==> src/hdl/rle_pkg.sv <==
// Shared types, constants and helper functions of the run-length text encoder.
// Used by the front, queue, back and top-level modules; depends on nothing.
package rle_pkg;

  // Sizes of the data path.
  localparam int unsigned ByteW     = 8;
  localparam int unsigned RunLenW   = 16;
  localparam int unsigned PosW      = 3;
  localparam int unsigned ThrW      = 17;
  localparam int unsigned FifoDepth = 4;
  localparam int unsigned FifoPtrW  = 2;
  localparam int unsigned FifoCntW  = 3;

  // Longest run before it is closed and emitted.
  localparam int unsigned MaxRun = 65535;
  localparam logic [RunLenW-1:0] MaxRunLen = RunLenW'(MaxRun);

  // Character constants.
  localparam logic [ByteW-1:0] AsciiZero = 8'h30;
  localparam logic [ByteW-1:0] AsciiNine = 8'h39;
  localparam logic [ByteW-1:0] SepReset  = 8'h2E;

  // Configuration port geometry and register indexes.
  localparam int unsigned CfgAddrW = 3;
  localparam int unsigned CfgDataW = 32;
  localparam int unsigned CfgIdxW  = CfgAddrW - 2;
  localparam logic [CfgIdxW-1:0] RegSeparator = 1'b0;

  // Input word.
  typedef struct packed {
    logic [ByteW-1:0] in_byte;
    logic             in_final;
  } in_item_t;

  // Output word.
  typedef struct packed {
    logic [ByteW-1:0] out_byte;
    logic             out_last;
    logic             out_stream_end;
  } out_item_t;

  // One closed run: its byte and its length.
  typedef struct packed {
    logic [ByteW-1:0]   value;
    logic [RunLenW-1:0] length;
  } run_t;

  // Work handed from the front to the back for one input word.
  typedef struct packed {
    logic has_old;
    run_t old_run;
    logic has_cur;
    run_t cur_run;
    logic fin;
  } rec_t;

  // Position of the most significant decimal digit of a run length.
  function automatic logic [PosW-1:0] top_digit_pos(logic [RunLenW-1:0] len);
    logic [PosW-1:0] pos;
    pos = 3'd0;
    if (len >= 16'd10000) begin
      pos = 3'd4;
    end else if (len >= 16'd1000) begin
      pos = 3'd3;
    end else if (len >= 16'd100) begin
      pos = 3'd2;
    end else if (len >= 16'd10) begin
      pos = 3'd1;
    end
    return pos;
  endfunction

  // k times the decimal weight of digit position pos.
  function automatic logic [ThrW-1:0] digit_threshold(logic [PosW-1:0] pos, int unsigned k);
    logic [ThrW-1:0] thr;
    case (pos)
      3'd0:    thr = ThrW'(k);
      3'd1:    thr = ThrW'(k * 10);
      3'd2:    thr = ThrW'(k * 100);
      3'd3:    thr = ThrW'(k * 1000);
      3'd4:    thr = ThrW'(k * 10000);
      default: thr = ThrW'(k);
    endcase
    return thr;
  endfunction

  // True for the ASCII characters '0' to '9'.
  function automatic logic is_digit(logic [ByteW-1:0] b);
    return (b >= AsciiZero) && (b <= AsciiNine);
  endfunction

endpackage

==> src/hdl/rle_front.sv <==
// Front of the run-length text encoder: tracks the open run and classifies
// each accepted byte into the runs it closes. Depends on rle_pkg.
module rle_front
  import rle_pkg::*;
(
  input  logic     clk_i,
  input  logic     rst_ni,
  input  logic     in_valid_i,
  input  in_item_t in_item_i,
  output logic     in_stall_o,
  input  logic     full_i,
  output logic     push_o,
  output rec_t     push_rec_o
);

  logic               run_open_q, run_open_d;
  logic [ByteW-1:0]   run_value_q, run_value_d;
  logic [RunLenW-1:0] run_length_q, run_length_d;

  logic               accept;
  logic               same;
  logic               close_cur;
  logic [RunLenW-1:0] cur_len;
  rec_t               rec;

  // The queue decides whether a new word can be taken.
  assign in_stall_o = full_i;
  assign accept     = in_valid_i && !full_i;

  // Classify the word against the open run.
  always_comb begin
    same         = run_open_q && (run_value_q == in_item_i.in_byte);
    cur_len      = same ? (run_length_q + 16'd1) : 16'd1;
    close_cur    = (cur_len >= MaxRunLen) || in_item_i.in_final;

    rec.has_old        = run_open_q && !same;
    rec.old_run.value  = run_value_q;
    rec.old_run.length = run_length_q;
    rec.has_cur        = close_cur;
    rec.cur_run.value  = in_item_i.in_byte;
    rec.cur_run.length = cur_len;
    rec.fin            = in_item_i.in_final;

    run_open_d   = run_open_q;
    run_value_d  = run_value_q;
    run_length_d = run_length_q;
    if (accept) begin
      run_open_d   = !close_cur;
      run_value_d  = in_item_i.in_byte;
      run_length_d = close_cur ? '0 : cur_len;
    end
  end

  // Only words that close at least one run produce work for the back.
  assign push_o     = accept && (rec.has_old || rec.has_cur);
  assign push_rec_o = rec;

  // Open-run state.
  always_ff @(posedge clk_i or negedge rst_ni) begin
    if (!rst_ni) begin
      run_open_q   <= 1'b0;
      run_value_q  <= '0;
      run_length_q <= '0;
    end else begin
      run_open_q   <= run_open_d;
      run_value_q  <= run_value_d;
      run_length_q <= run_length_d;
    end
  end

endmodule

==> src/hdl/rle_fifo.sv <==
// Short queue of run records between the front and the back of the encoder.
// Depends on rle_pkg.
module rle_fifo
  import rle_pkg::*;
(
  input  logic clk_i,
  input  logic rst_ni,
  input  logic push_i,
  input  rec_t push_rec_i,
  input  logic pop_i,
  output rec_t head_o,
  output logic empty_o,
  output logic full_o
);

  rec_t                mem_q [FifoDepth];
  logic [FifoPtrW-1:0] wr_ptr_q, wr_ptr_d;
  logic [FifoPtrW-1:0] rd_ptr_q, rd_ptr_d;
  logic [FifoCntW-1:0] count_q, count_d;

  assign empty_o = (count_q == '0);
  assign full_o  = (count_q == FifoCntW'(FifoDepth));
  assign head_o  = mem_q[rd_ptr_q];

  // Pointer and fill-level update.
  always_comb begin
    wr_ptr_d = wr_ptr_q;
    rd_ptr_d = rd_ptr_q;
    count_d  = count_q;
    if (push_i) begin
      wr_ptr_d = wr_ptr_q + 1'b1;
    end
    if (pop_i) begin
      rd_ptr_d = rd_ptr_q + 1'b1;
    end
    if (push_i && !pop_i) begin
      count_d = count_q + 1'b1;
    end else if (!push_i && pop_i) begin
      count_d = count_q - 1'b1;
    end
  end

  always_ff @(posedge clk_i or negedge rst_ni) begin
    if (!rst_ni) begin
      wr_ptr_q <= '0;
      rd_ptr_q <= '0;
      count_q  <= '0;
    end else begin
      wr_ptr_q <= wr_ptr_d;
      rd_ptr_q <= rd_ptr_d;
      count_q  <= count_d;
    end
  end

  // Record storage needs no reset.
  always_ff @(posedge clk_i) begin
    if (push_i) begin
      mem_q[wr_ptr_q] <= push_rec_i;
    end
  end

endmodule

==> src/hdl/rle_back.sv <==
// Back of the run-length text encoder: expands queued run records into encoded
// bytes, one per cycle unless stalled, behind an output register. Needs rle_pkg.
module rle_back
  import rle_pkg::*;
(
  input  logic             clk_i,
  input  logic             rst_ni,
  input  logic [ByteW-1:0] separator_i,
  input  rec_t             head_i,
  input  logic             empty_i,
  output logic             pop_o,
  output logic             out_valid_o,
  output out_item_t        out_item_o,
  input  logic             out_stall_i
);

  // Sequencer steps within one run.
  localparam logic [1:0] StepDigit = 2'd0;
  localparam logic [1:0] StepSep   = 2'd1;
  localparam logic [1:0] StepByte  = 2'd2;

  logic               busy_q, busy_d;
  rec_t               rec_q, rec_d;
  logic               phase_q, phase_d;
  logic [1:0]         step_q, step_d;
  logic [PosW-1:0]    pos_q, pos_d;
  logic [RunLenW-1:0] rem_q, rem_d;
  logic               out_valid_q, out_valid_d;
  out_item_t          out_item_q, out_item_d;

  logic               out_ready;
  logic               advance;
  logic               emit;
  out_item_t          emit_item;
  logic               load_rec;
  logic               start_run;
  run_t               start_sel;
  run_t               run;
  logic [3:0]         digit;
  logic [ThrW-1:0]    digit_sub;
  logic [ThrW-1:0]    rem_ext;

  assign out_ready = !out_valid_q || !out_stall_i;
  assign advance   = busy_q && out_ready;
  assign run       = phase_q ? rec_q.cur_run : rec_q.old_run;
  assign rem_ext   = {1'b0, rem_q};

  // Current decimal digit: the largest multiple of the position weight that fits.
  always_comb begin
    digit     = 4'd0;
    digit_sub = '0;
    for (int unsigned k = 1; k < 10; k++) begin
      if (rem_ext >= digit_threshold(pos_q, k)) begin
        digit     = 4'(k);
        digit_sub = digit_threshold(pos_q, k);
      end
    end
  end

  // Sequencer: digits, optional separator, run byte; then the next run.
  always_comb begin
    busy_d    = busy_q;
    rec_d     = rec_q;
    phase_d   = phase_q;
    step_d    = step_q;
    pos_d     = pos_q;
    rem_d     = rem_q;
    emit      = 1'b0;
    emit_item = '0;
    load_rec  = 1'b0;
    start_run = 1'b0;
    start_sel = rec_q.cur_run;

    if (advance) begin
      emit = 1'b1;
      case (step_q)
        StepDigit: begin
          emit_item.out_byte = AsciiZero + {4'b0, digit};
          rem_d = RunLenW'(rem_ext - digit_sub);
          if (pos_q == '0) begin
            step_d = is_digit(run.value) ? StepSep : StepByte;
          end else begin
            pos_d = pos_q - 1'b1;
          end
        end
        StepSep: begin
          emit_item.out_byte = separator_i;
          step_d = StepByte;
        end
        StepByte: begin
          emit_item.out_byte = run.value;
          if (!phase_q && rec_q.has_cur) begin
            phase_d   = 1'b1;
            start_run = 1'b1;
            start_sel = rec_q.cur_run;
          end else begin
            emit_item.out_last       = 1'b1;
            emit_item.out_stream_end = rec_q.fin;
            if (!empty_i) begin
              load_rec = 1'b1;
            end else begin
              busy_d = 1'b0;
            end
          end
        end
        default: begin
          step_d = StepByte;
        end
      endcase
    end else if (!busy_q && !empty_i) begin
      load_rec = 1'b1;
    end

    // Take the next record from the queue.
    if (load_rec) begin
      busy_d    = 1'b1;
      rec_d     = head_i;
      phase_d   = !head_i.has_old;
      start_run = 1'b1;
      start_sel = head_i.has_old ? head_i.old_run : head_i.cur_run;
    end

    // A run of one is the bare byte; a longer run starts with its top digit.
    if (start_run) begin
      rem_d  = start_sel.length;
      pos_d  = top_digit_pos(start_sel.length);
      step_d = (start_sel.length > 16'd1) ? StepDigit : StepByte;
    end
  end

  assign pop_o = load_rec;

  // Output register parts the sequencer from the consumer.
  always_comb begin
    out_valid_d = out_valid_q;
    out_item_d  = out_item_q;
    if (out_ready) begin
      out_valid_d = emit;
      out_item_d  = emit_item;
    end
  end

  always_ff @(posedge clk_i or negedge rst_ni) begin
    if (!rst_ni) begin
      busy_q      <= 1'b0;
      phase_q     <= 1'b0;
      step_q      <= StepByte;
      out_valid_q <= 1'b0;
    end else begin
      busy_q      <= busy_d;
      phase_q     <= phase_d;
      step_q      <= step_d;
      out_valid_q <= out_valid_d;
    end
  end

  // Payload registers need no reset.
  always_ff @(posedge clk_i) begin
    rec_q      <= rec_d;
    pos_q      <= pos_d;
    rem_q      <= rem_d;
    out_item_q <= out_item_d;
  end

  assign out_valid_o = out_valid_q;
  assign out_item_o  = out_item_q;

endmodule

==> src/hdl/rle_text_encoder_core.sv <==
// Top level of the run-length text encoder: configuration port and the
// front, queue and back. Depends on rle_pkg, rle_front, rle_fifo and rle_back.
//
// The encoder takes one text byte per cycle unless the input stalls. The front
// updates the open run in the cycle a word is accepted and hands every closed
// run to a four-entry queue; the back expands each closed run into bytes, one
// byte per cycle unless the output stalls: a run of one becomes the bare byte,
// a longer run its decimal digits, then the separator when the repeated byte
// is a decimal digit, then the byte. A word that closes no run produces no
// output. The input stalls only while the queue is full, i.e. while the back
// sequencer's output is behind. An accepted word passes through the queue,
// the back's record register and the output register.
module rle_text_encoder_core
  import rle_pkg::*;
(
  input  logic                clk_i,
  input  logic                rst_ni,
  // Text input.
  input  logic                in_valid_i,
  input  in_item_t            in_item_i,
  output logic                in_stall_o,
  // Encoded output.
  output logic                out_valid_o,
  output out_item_t           out_item_o,
  input  logic                out_stall_i,
  // Configuration port.
  input  logic                psel,
  input  logic                penable,
  input  logic                pwrite,
  input  logic [CfgAddrW-1:0] paddr,
  input  logic [CfgDataW-1:0] pwdata,
  output logic [CfgDataW-1:0] prdata,
  output logic                pready
);

  logic [ByteW-1:0]   sep_q, sep_d;
  logic [CfgIdxW-1:0] reg_idx;
  logic               push;
  rec_t               push_rec;
  logic               pop;
  rec_t               head;
  logic               empty;
  logic               full;

  // Separator register at register index zero; other addresses are ignored.
  assign reg_idx = paddr[CfgAddrW-1:2];
  assign pready  = 1'b1;

  always_comb begin
    sep_d = sep_q;
    if (psel && penable && pwrite && (reg_idx == RegSeparator)) begin
      sep_d = pwdata[ByteW-1:0];
    end
  end

  always_comb begin
    prdata = '0;
    if (reg_idx == RegSeparator) begin
      prdata = {{(CfgDataW - ByteW){1'b0}}, sep_q};
    end
  end

  always_ff @(posedge clk_i or negedge rst_ni) begin
    if (!rst_ni) begin
      sep_q <= SepReset;
    end else begin
      sep_q <= sep_d;
    end
  end

  rle_front u_front (
    .clk_i      (clk_i),
    .rst_ni     (rst_ni),
    .in_valid_i (in_valid_i),
    .in_item_i  (in_item_i),
    .in_stall_o (in_stall_o),
    .full_i     (full),
    .push_o     (push),
    .push_rec_o (push_rec)
  );

  rle_fifo u_fifo (
    .clk_i      (clk_i),
    .rst_ni     (rst_ni),
    .push_i     (push),
    .push_rec_i (push_rec),
    .pop_i      (pop),
    .head_o     (head),
    .empty_o    (empty),
    .full_o     (full)
  );

  rle_back u_back (
    .clk_i       (clk_i),
    .rst_ni      (rst_ni),
    .separator_i (sep_q),
    .head_i      (head),
    .empty_i     (empty),
    .pop_o       (pop),
    .out_valid_o (out_valid_o),
    .out_item_o  (out_item_o),
    .out_stall_i (out_stall_i)
  );

endmodule

==> config.mk <==
export PLATFORM = sky130hd
export DESIGN_NAME = rle_text_encoder_core
export DESIGN_NICKNAME = d
export VERILOG_FILES = /design/src/hdl/rle_pkg.sv /design/src/hdl/rle_front.sv /design/src/hdl/rle_fifo.sv /design/src/hdl/rle_back.sv /design/src/hdl/rle_text_encoder_core.sv
export SDC_FILE = /design/constraint.sdc
export NUM_CORES = 1
export LEC_CHECK = 0
export BUFFER_PORTS_ARGS = -buffer_cell sky130_fd_sc_hd__buf_2
export CELL_PAD_IN_SITES_DETAIL_PLACEMENT = 0
export CELL_PAD_IN_SITES_GLOBAL_PLACEMENT = 2
export CORE_UTILIZATION = 43
export CTS_CLUSTER_DIAMETER = 60
export DETAILED_ROUTE_END_ITERATION = 8
export PLACE_DENSITY_LB_ADDON = 0.05
export SLEW_MARGIN = 20
export SYNTH_ARGS = -nofsm -noshare
export SYNTH_HDL_FRONTEND = slang
export SYNTH_SLANG_ARGS = --single-unit
==> constraint.sdc <==
create_clock -name clk_i -period 7.4 [get_ports clk_i]
set_clock_uncertainty 0.15 [all_clocks]
set_input_delay 1.11 -clock clk_i [delete_from_list [all_inputs] [get_ports clk_i]]
set_output_delay 1.11 -clock clk_i [all_outputs]
set_load 0.03 [all_outputs]
; ---- Word level (Yosys, flattened, before mapping)
; Memory sizes are Yosys's and may differ from the RTL's.
; Index checks and enable logic that the tools add are counted.
[totals]
ram_bits = 204
mem_count = 1
register_bits = 124
inputBits = 51
rom_bits = 0
elab_cells = 182
output_inout_bits = 45
latchBits = 0
[classes]
n_shift = 0
bitwise_logic = 3
reduce_logical = 44
eq_ne = 12
div = 0
multipliers = 0
magnitude_cmp = 17
n_mux = 75
n_addsub = 8
[memory_table]
columns = memory, depth, width, read_ports, rd_clocked_by_memory_dff, write_ports, line_no
row1 = u_fifo.mem_q, 4, 51, 1, 0, 1, rle_fifo.sv:16  ; rec_t mem_q [FifoDepth];
[ops]
columns = op, count
row1 = 16-bit 2-to-1 mux, 15
row2 = 17-bit one-hot mux with 4 select lines, 3
row3 = 16-bit one-hot mux with 4 select lines, 3
row4 = 15-bit one-hot mux with 4 select lines, 2
row5 = 14-bit one-hot mux with 4 select lines, 1
row6 = 16-bit by 17-bit greater-or-equal comparator with 1-bit output, 3
row7 = 16-bit greater-or-equal comparator, 3
row8 = 3-bit 2-to-1 mux, 13
row9 = 16-bit by 15-bit greater-or-equal comparator with 1-bit output, 2
row10 = 24-bit 2-to-1 mux, 1
row11 = 8-bit one-hot mux with 3 select lines, 1
row12 = 1-bit 2-to-1 mux, 23
row13 = 16-bit by 1-bit adder with 16-bit output (second input constant), 1
row14 = 16-bit by 10-bit greater-or-equal comparator with 1-bit output (second input constant), 1
row15 = 16-bit by 14-bit greater-or-equal comparator with 1-bit output, 1
row16 = 16-bit by 14-bit greater-or-equal comparator with 1-bit output (second input constant), 1
row17 = 16-bit greater-or-equal comparator (second input constant), 1
row18 = 16-bit by 4-bit greater-or-equal comparator with 1-bit output (second input constant), 1
row19 = 16-bit by 7-bit greater-or-equal comparator with 1-bit output (second input constant), 1
row20 = 16-bit by 1-bit greater-than comparator with 1-bit output (second input constant), 1
row21 = 2-bit 2-to-1 mux, 8
row22 = 16-bit subtractor, 1
row23 = 14-bit 2-to-1 mux, 1
row24 = 2-bit nonzero test, 7
row25 = 28 further kinds, 64

; ---- Longest topological paths before layout
; Gate-level depths: netlist (run 1).
[logic_depth]
depth_word = 16
mapped_depth = 27
mapped_depth_nobuf = 27

; ---- By module
; A second synthesis (run 1) with hierarchy kept.
[unflattened]
cells_unflattened = 1364
area_unflattened_um2 = 17307.8
[by_module_without_submodules]
columns = mod, area_per_inst_um2, n_inst, cells_per_inst, seq_area_each_um2
row1 = rle_fifo, 7816.2, 1, 301, 6301.0
row2 = rle_back, 7081.8, 1, 806, 2018.2
row3 = rle_front, 1825.5, 1, 205, 625.6
row4 = rle_text_encoder_core, 584.3, 1, 52, 205.2

; ---- Worst setup path before layout (run 1)
; No wires, ideal clock.
[synth_timing]
path_type = register -> register
start = register u_back.pos_q[0]
end = register u_back.rem_q[14] (data pin)
setup_ns = 0.158
path_buffers = 2
setup_slack_ns = 1.387
required_ns = 7.092
path_stages_with_launch = 26
t_arrival_ns = 5.705
synth_period_minus_slack_ns = 6.013
path_cell_list = edfxtp_1 inv_1 ha_1 and2_1 clkinv_1 nand2_1 nor2_1 ha_1 a211o_1 o211ai_1 a31oi_1 a211oi_1 clkbuf_1 clkbuf_1 nor3_1 a211oi_1 a21oi_1 ha_1 a21o_1 a21oi_1 nor2b_1 o21ai_0 a211oi_1 o32a_1 a211o_1 o211ai_1
[synth_via]
elab_chain_cells = 16
elab_cells_between_ends = 35
cone_classes = 1 x add/sub / 9 x order compare / 4 x eq/ne / 21 x mux
[synth_lines]
columns = element, line_no
row1 = start: declaration, rle_back.sv:26  ; logic [PosW-1:0] pos_q, pos_d;
row2 = start signal: assignment, rle_back.sv:160  ; pos_q <= pos_d;
row3 = "3-bit == test, or another cell as far along", rle_pkg.sv:76  ; case (pos)
row4 = 14-bit one-hot mux with 4 select lines, rle_pkg.sv:76
row5 = 16-bit by 14-bit greater-or-equal comparator with 1-bit output, rle_back.sv:53  ; if (rem_ext >= digit_threshold(pos_q, k)) begin
row6 = 14-bit 2-to-1 mux, rle_back.sv:53
row7 = 16-bit 2-to-1 mux (7 in a row), rle_back.sv:53
row8 = 16-bit 2-to-1 mux (*), rle_back.sv:53
row9 = 16-bit subtractor (*), rle_back.sv:79  ; rem_d = RunLenW'(rem_ext - digit_sub);
row10 = 16-bit 2-to-1 mux (*), rle_back.sv:76  ; case (step_q)
row11 = 16-bit 2-to-1 mux (*), rle_back.sv:74  ; if (advance) begin
row12 = 16-bit 2-to-1 mux (*), rle_back.sv:124  ; if (start_run) begin
row13 = named net u_back.rem_d[14], rle_back.sv:27  ; logic [RunLenW-1:0] rem_q, rem_d;
row14 = end signal: assignment, rle_back.sv:161  ; rem_q <= rem_d;
row15 = end: declaration, rle_back.sv:27
; Mark *: on every way through the listed nets, which the timed path passes. The rest lies on a longest branch. The select of a mux whose other input is x is not followed.
; A chain may end at the register's enable or synchronous reset.

; ---- Worst setup path in the final report (run 1)
[layout_timing]
start = register u_back.pos_q[0]
end = register u_back.rem_q[13] (data pin)
; The elaborated chain is that of the path after synthesis.

==> out/results.ini, run 1 <==
[pwr]
p_leak_uw = 0.00683
ir_drop_uv = 218
cellPowerDensity_mw_per_mm2 = 527

[cts]
cts_hold_repair.buffers = 0
clock_tree.htree_level_count = 2
clock_latency_ns = 0.55
cts.root.buffer_cell = sky130_fd_sc_hd__clkbuf_16
clock_sink_count = 312
cts_inserted_buffers = 36
tritoncts = done
ctsLongestPathBuffers = 3
postCtsResizedCells = 0
path_clk_slew_ns = 0.06
cts.repair_timing.setup_buffer_count = 0

[global_routing]
pin_count_of_the_biggest_net_entering_global_routing = 52
grtUsageTotal = 0.231
first_global_vias = 11100
first_pass_grt_wire_length_um = 67900
antenna_found_initial = 0
grt_remaining_overflow = 0

[synth]
synth_seq_area_share = 0.547
postSynth.topFlopCell = sky130_fd_sc_hd__edfxtp_1
synth-adder-area-share = 0.0727
synth_async_sr_flop_share = 0.144
synthMuxAreaShare = 0.0928
synth-compound-area-share = 0.121
synth_area_mm2 = 0.0167
yosysUniqueCellTypes = 90
synthXorXnorAreaFrac = 0.0186
synth_enable_flop_cells = 267
yosys.area_share.simple = 0.115
syn_avg_cell_area_um2 = 12.5
post_synthesis_cell_count = 1341
ys_seq_elements = 312
ys_warn_count = 0
synth_top_family_by_area = compound AO/OA/AOI/OAI gates

[timing]
final-max-slew-violation-count = 0
timing.fmax_mhz = 149
final_setup_violations = 0
period_needed_ns = 6.73
timing.setup.tns_ns = 0
post-route-period-util = 0.909
hold-worst-slack_ns = 0.359
setup_repair_after_global_routing_missed_its_margin = false
finalHoldViolations = 0
worst_margin_slew_ns = 0.960
relative_slew_slack = 0.352

[final_layout]
multi_input_area_mm2 = 0.00715
area_delta_synth_final_pct = 13.0
total_area_of_sequential_cells_mm2 = 0.00916
layout.filler_cells = 3365
final_common_cell = sky130_fd_sc_hd__edfxtp_1
stdcell_area_mm2 = 0.0189
post_route_cells_drive_above_1_share = 0.172
antenna-diode-count = 0
final_net_count = 1569
instances_no_fill = 1961
post-route-util = 0.498
most-common-layout-cells = sky130_fd_sc_hd__edfxtp_1, sky130_fd_sc_hd__nand2_1, sky130_fd_sc_hd__ha_1, sky130_fd_sc_hd__nor2_1, sky130_fd_sc_hd__a21oi_1

[placed_design]
placed_cells_incl_taps = 1895
placed_area_mm2 = 0.0177
buffer_ports.inserted = 44
gp_congestion = 0.906
detailed_place_hpwl_um = 30800

[critical_path]
crit_path_cell_trace = inv_1, ha_1, and2_1, buf_4, nor2_1, ha_1, a21oi_1, o21ai_0, a2111oi_0, o41a_1, o211ai_1, a2111oi_0, a211oi_1, o31ai_1, buf_4, ha_1, o21a_1, o21ai_0, a31oi_1, o41a_1, a41oi_1, nor2b_1, xor2_1, a21oi_1
critical_path.max_stage_delay_ns = 0.51
most_common_cell_on_crit_path = sky130_fd_sc_hd__ha_1
crit_path_top_delay_cell = sky130_fd_sc_hd__a2111oi_0
crit_required_ns = 7.53
setup.reg_to_reg.worst_slack_ns = 0.67
timing.setup.critical_path_class = reg2reg
critPathLaunchType = flip-flop
arrival_time_of_data_at_the_critical_path_endpoint_ns = 6.86
cp-end-kind = flip-flop
critPathMaxFanout = 8

[detailed_routing]
vias = 11200
drt_iter0_markers = 661
drt-total-wl_um = 44500
avgRoutedWirePerCell_um = 22.7
post-route-drc-count = 0
via_per_inst = 5.73
drt_pass1_iterations = 5
ant_nets = 0

[status]
outcome = finished, final reports clean

[die]
overall_die_height_um = 199
boundaryPins = 96
core-area_mm2 = 0.0379
core.rowCount = 71
dieArea_mm2 = 0.0397
fp.dieW_um = 199
start_util = 0.441

[run]
drv_cap = 0

[worst_hold_path]
hp_class = reg2reg

cell families (layout without fill, tap and decap cells):
kind of cell / count (synthesis) / count (layout)
other cells: 2 / 25
buf+inv: 109 / 195
mux: 88 / 88
fa+ha+maj: 96 / 96
simple gates: 397 / 397
xor+xnor: 34 / 34
flops: 312 / 312
compound gates: 303 / 303
cell usage after synthesis (all sizes together), types with 4 or more instances:
library cell  instances  share of area
edfxtp              267           0.48
a21oi                72          0.022
nand3b                5         0.0022
o21ai                71          0.021
nor2b                21         0.0079
nand2b                9         0.0034
a21o                 18         0.0081
a211oi               22         0.0099
o31ai                 7         0.0031
a211o                 6         0.0031
a2bb2oi               4         0.0021
o211ai               11         0.0049
or2                   8         0.0030
buf                  37          0.015
mux2i                19          0.011
xnor2                14         0.0073
nand4b                4         0.0021
o221ai                4         0.0021
o21a                  9         0.0041
inv                  32         0.0072
nor3                 24         0.0072
dfrtp                40          0.060
nand3                43          0.013
mux4                 51          0.069
nor4                  7         0.0026
a2111oi               7         0.0052
xor2                 19         0.0099
nor2                 87          0.020
a21boi                7         0.0031
nand2               124          0.028
mux2                 18          0.013
ha                   94          0.070
nor3b                 5         0.0022
dfstp                 5         0.0079
or4                   7         0.0031
nand4                18         0.0067
clkbuf               37         0.0083
and2                 14         0.0052
a31oi                14         0.0052
or3                  11         0.0041
a22oi                 5         0.0022
power by group:
| part | total (uW) | switching, uW | leakage (uW) | internal (uW) |
|---|---|---|---|---|
| registers | 2820 | 354 | 0.00300 | 2470 |
| clock network | 1740 | 695 | 0.000569 | 1040 |
| logic | 5410 | 3180 | 0.00326 | 2220 |
sequential cells by signal (all words and copies together) (netlist names), 3 cells and up:
signal	cells
u_fifo.mem_q	204
u_back.rec_q	34
u_back.rem_q	16
u_front.run_length_q	16
u_back.out_item_o	10
sep_q	8
u_front.run_value_q	8
u_back.pos_q	3
u_fifo.count_q	3
metrics by stage:
stage / total power, uW / setup slack (ns)
after detailed placement: 8260 / 0.734
after CTS: 10000 / 0.745
final: 9970 / 0.670
after floorplan: 6500 / 1.39
after global placement: 8250 / 0.706
after global routing: 10700 / 0.192
critical path: cells and delay by family, from the launching register on:
family / cells / cell delay, ns
AO/OA/AOI/OAI: 14 / 3.46
XOR/XNOR: 1 / 0.15
adder cells (fa/ha/maj): 3 / 0.94
buffers and inverters: 3 / 0.47
flip-flops: 1 / 0.42
AND/OR/NAND/NOR: 3 / 0.89
path summary, 6_finish.rpt:
path	cells after the start	from	end
setup / recovery	24	u_back.pos_q[0]	u_back.rem_q[13]
hold / removal	1	u_fifo.count_q[2]	u_fifo.count_q[2]
setup reg to reg	24	u_back.pos_q[0]	u_back.rem_q[13]
hold reg to reg	1	u_fifo.count_q[2]	u_fifo.count_q[2]
max in group asynchronous	2	rst_ni	u_fifo.rd_ptr_q[0]
min in group asynchronous	2	rst_ni	u_fifo.wr_ptr_q[1]
metal layers:
layer,track usage,vias to the layer above,routed length [um]
met5,0,-,0
met4,0.0709,0,841
met3,0.0275,47,1520
met2,0.391,221,22400
met1,0.310,5645,19700
li1,-,5333,-
cell type report:
cell class | count | area share
multi-input cells | 943 | 0.378
clock inverters | 13 | 0.00602
flip-flops and latches | 312 | 0.484
inverters | 35 | 0.00695
well taps | 511 | 0.0338
repair buffers | 94 | 0.0342
clock buffers | 53 | 0.0565
(Power assumes the default switching activity.)
==> inputs of run 2 (changes only) <==
- CTS_CLUSTER_DIAMETER: 60 -> 80
- clock period: 7.4 -> 6.59 ns (I/O delays scaled with it)
==> out/results.ini, run 2 (synthesis results as in run 1) <==
[status]
outcome = finished, final reports clean

[run]
drv_cap = 0

[worst_hold_path]
hold_path.startpoint = u_front.run_open_q
hold_path_depth = 2
hold_path_end = u_front.run_open_q
hp_class = reg2reg

[global_routing]
antenna_found_initial = 0
grtUsageTotal = 0.231
first_pass_grt_wire_length_um = 67700
pin_count_of_the_biggest_net_entering_global_routing = 52
first_global_vias = 11300
grt_remaining_overflow = 0

[critical_path]
arrival_time_of_data_at_the_critical_path_endpoint_ns = 6.47
critPathMaxFanout = 6
critPathLaunchType = flip-flop
timing.setup.critical_path_class = reg2reg
worstRegToRegCells = 27
crit_required_ns = 6.81
worst_r2r_startpoint = u_back.pos_q[0]
cp-end-kind = flip-flop
timing.rr.end = u_back.rem_q[14]
setup.reg_to_reg.worst_slack_ns = 0.34

[timing]
final_setup_violations = 0
relative_slew_slack = 0.282
period_needed_ns = 6.25
finalHoldViolations = 0
final-max-slew-violation-count = 0
worst_margin_slew_ns = 1.06
timing.setup.tns_ns = 0
timing.fmax_mhz = 160
post-route-period-util = 0.948
setup_ws_ns = 0.342

[final_layout]
area_delta_synth_final_pct = 14.2
layout_top_registers = u_fifo.mem_q x204, u_back.rec_q x34
final_common_cell = sky130_fd_sc_hd__edfxtp_1
post_route_cells_drive_above_1_share = 0.194
largest_register = u_fifo.mem_q
layout.filler_cells = 3372
max_reg_flops = 204
final_net_count = 1602
most-common-layout-cells = sky130_fd_sc_hd__edfxtp_1, sky130_fd_sc_hd__nand2_1, sky130_fd_sc_hd__ha_1, sky130_fd_sc_hd__nor2_1, sky130_fd_sc_hd__buf_4
antenna-diode-count = 0

[detailed_routing]
via_per_inst = 5.65
drt_pass1_iterations = 7
drt_iter0_markers = 589
vias = 11300
post-route-drc-count = 0
ant_nets = 0
drt-total-wl_um = 44200
avgRoutedWirePerCell_um = 22.2

[pwr]
p_leak_uw = 0.00696
cellPowerDensity_mw_per_mm2 = 599
ir_drop_uv = 362

[die]
fp.dieW_um = 199
overall_die_height_um = 199
core.rowCount = 71
start_util = 0.441
boundaryPins = 96
core-area_mm2 = 0.0379
dieArea_mm2 = 0.0397

[cts]
ctsLongestPathBuffers = 3
cts.root.buffer_cell = sky130_fd_sc_hd__clkbuf_16
postCtsResizedCells = 0
clock_latency_ns = 0.53
clock_sink_count = 312
tritoncts = done
cts_hold_repair.buffers = 0
cts_inserted_buffers = 35
cts.repair_timing.setup_buffer_count = 0
path_clk_slew_ns = 0.06
clock_tree.htree_level_count = 2

[placed_design]
post-place-ws_ns = 0.132
detailed_place_hpwl_um = 30800
gp_congestion = 0.897
buffer_ports.inserted = 44

[run 2: cell count changes in the layout (fill, tap and decap cells not counted), sizes merged]
cell | before | now
bufinv | 1 | 2
buf | 94 | 128
inv | 33 | 36
clkbuf | 53 | 50
clkinvlp | 4 | 1
clkinv | 10 | 9
[run 2: critical path: stages, from the launching register on]
cell and delay (ns):
sky130_fd_sc_hd__edfxtp_1 0.41, sky130_fd_sc_hd__ha_1 0.27, sky130_fd_sc_hd__nor2b_1 0.34, sky130_fd_sc_hd__inv_1 0.12, sky130_fd_sc_hd__nand2_2 0.17, sky130_fd_sc_hd__inv_2 0.13
sky130_fd_sc_hd__ha_1 0.37, sky130_fd_sc_hd__nand4_1 0.14, sky130_fd_sc_hd__nor2_1 0.13, sky130_fd_sc_hd__a211oi_1 0.12, sky130_fd_sc_hd__o41a_1 0.48, sky130_fd_sc_hd__o211ai_1 0.35
sky130_fd_sc_hd__a311o_1 0.25, sky130_fd_sc_hd__nand2_1 0.09, sky130_fd_sc_hd__buf_4 0.13, sky130_fd_sc_hd__nor2_1 0.11, sky130_fd_sc_hd__ha_1 0.20, sky130_fd_sc_hd__inv_1 0.06
sky130_fd_sc_hd__fa_1 0.41, sky130_fd_sc_hd__a21o_1 0.17, sky130_fd_sc_hd__a21oi_1 0.18, sky130_fd_sc_hd__nor2b_1 0.08, sky130_fd_sc_hd__o21ai_0 0.18, sky130_fd_sc_hd__buf_4 0.15
sky130_fd_sc_hd__a211oi_1 0.08, sky130_fd_sc_hd__o32a_1 0.42, sky130_fd_sc_hd__a211o_1 0.30, sky130_fd_sc_hd__o211ai_1 0.08
[run 2: metrics by stage]
step	hold WS, ns	total power, uW	utilization	instance area [um2]	cells
floorplan	0.315	7290	-	16800	1364
global placement	0.343	9560	0.474	18000	1929
detailed placement	0.344	9580	0.474	18000	1929
CTS	0.357	11500	0.503	19100	1992
global route	0.392	12300	0.504	19100	1992
finish	0.355	11400	0.504	19100	1992
[run 2: cell type report]
cell class / instances / area (um2) / area share
clock buffers: 50 / 962 / 0.0504
clock inverters: 13 / 134 / 0.00701
inverters: 35 / 131 / 0.00688
multi-input cells: 943 / 7190 / 0.376
flip-flops and latches: 312 / 9160 / 0.479
well taps: 511 / 639 / 0.0335
repair buffers: 128 / 901 / 0.0471
[run 2: layer usage]
layer	track usage	wire, um	part of all wire
met3	0.0297	1650	0.037
met4	0.0789	1100	0.025
met1	0.303	19400	0.44
met2	0.393	22000	0.50
met5	0	0	0
[run 2: worst max path at each step]
stage                    start               end  cells after the start
6_report       u_back.pos_q[0]  u_back.rem_q[14]                     27
3_5_place_dp   u_back.pos_q[0]  u_back.rem_q[13]                     25
4_1_cts        u_back.pos_q[0]  u_back.rem_q[13]                     25
5_1_grt        u_back.pos_q[0]  u_back.rem_q[13]                     24
3_3_place_gp   u_back.pos_q[0]  u_back.rem_q[13]                     26
2_1_floorplan  u_back.pos_q[0]  u_back.rem_q[14]                     25
[run 2: power by group]
part	total [uW]	internal, uW	leakage (uW)	switching [uW]
Combinational	6390	2760	0.00342	3630
Sequential	3190	2770	0.00300	418
Clock	1870	1100	0.000533	765
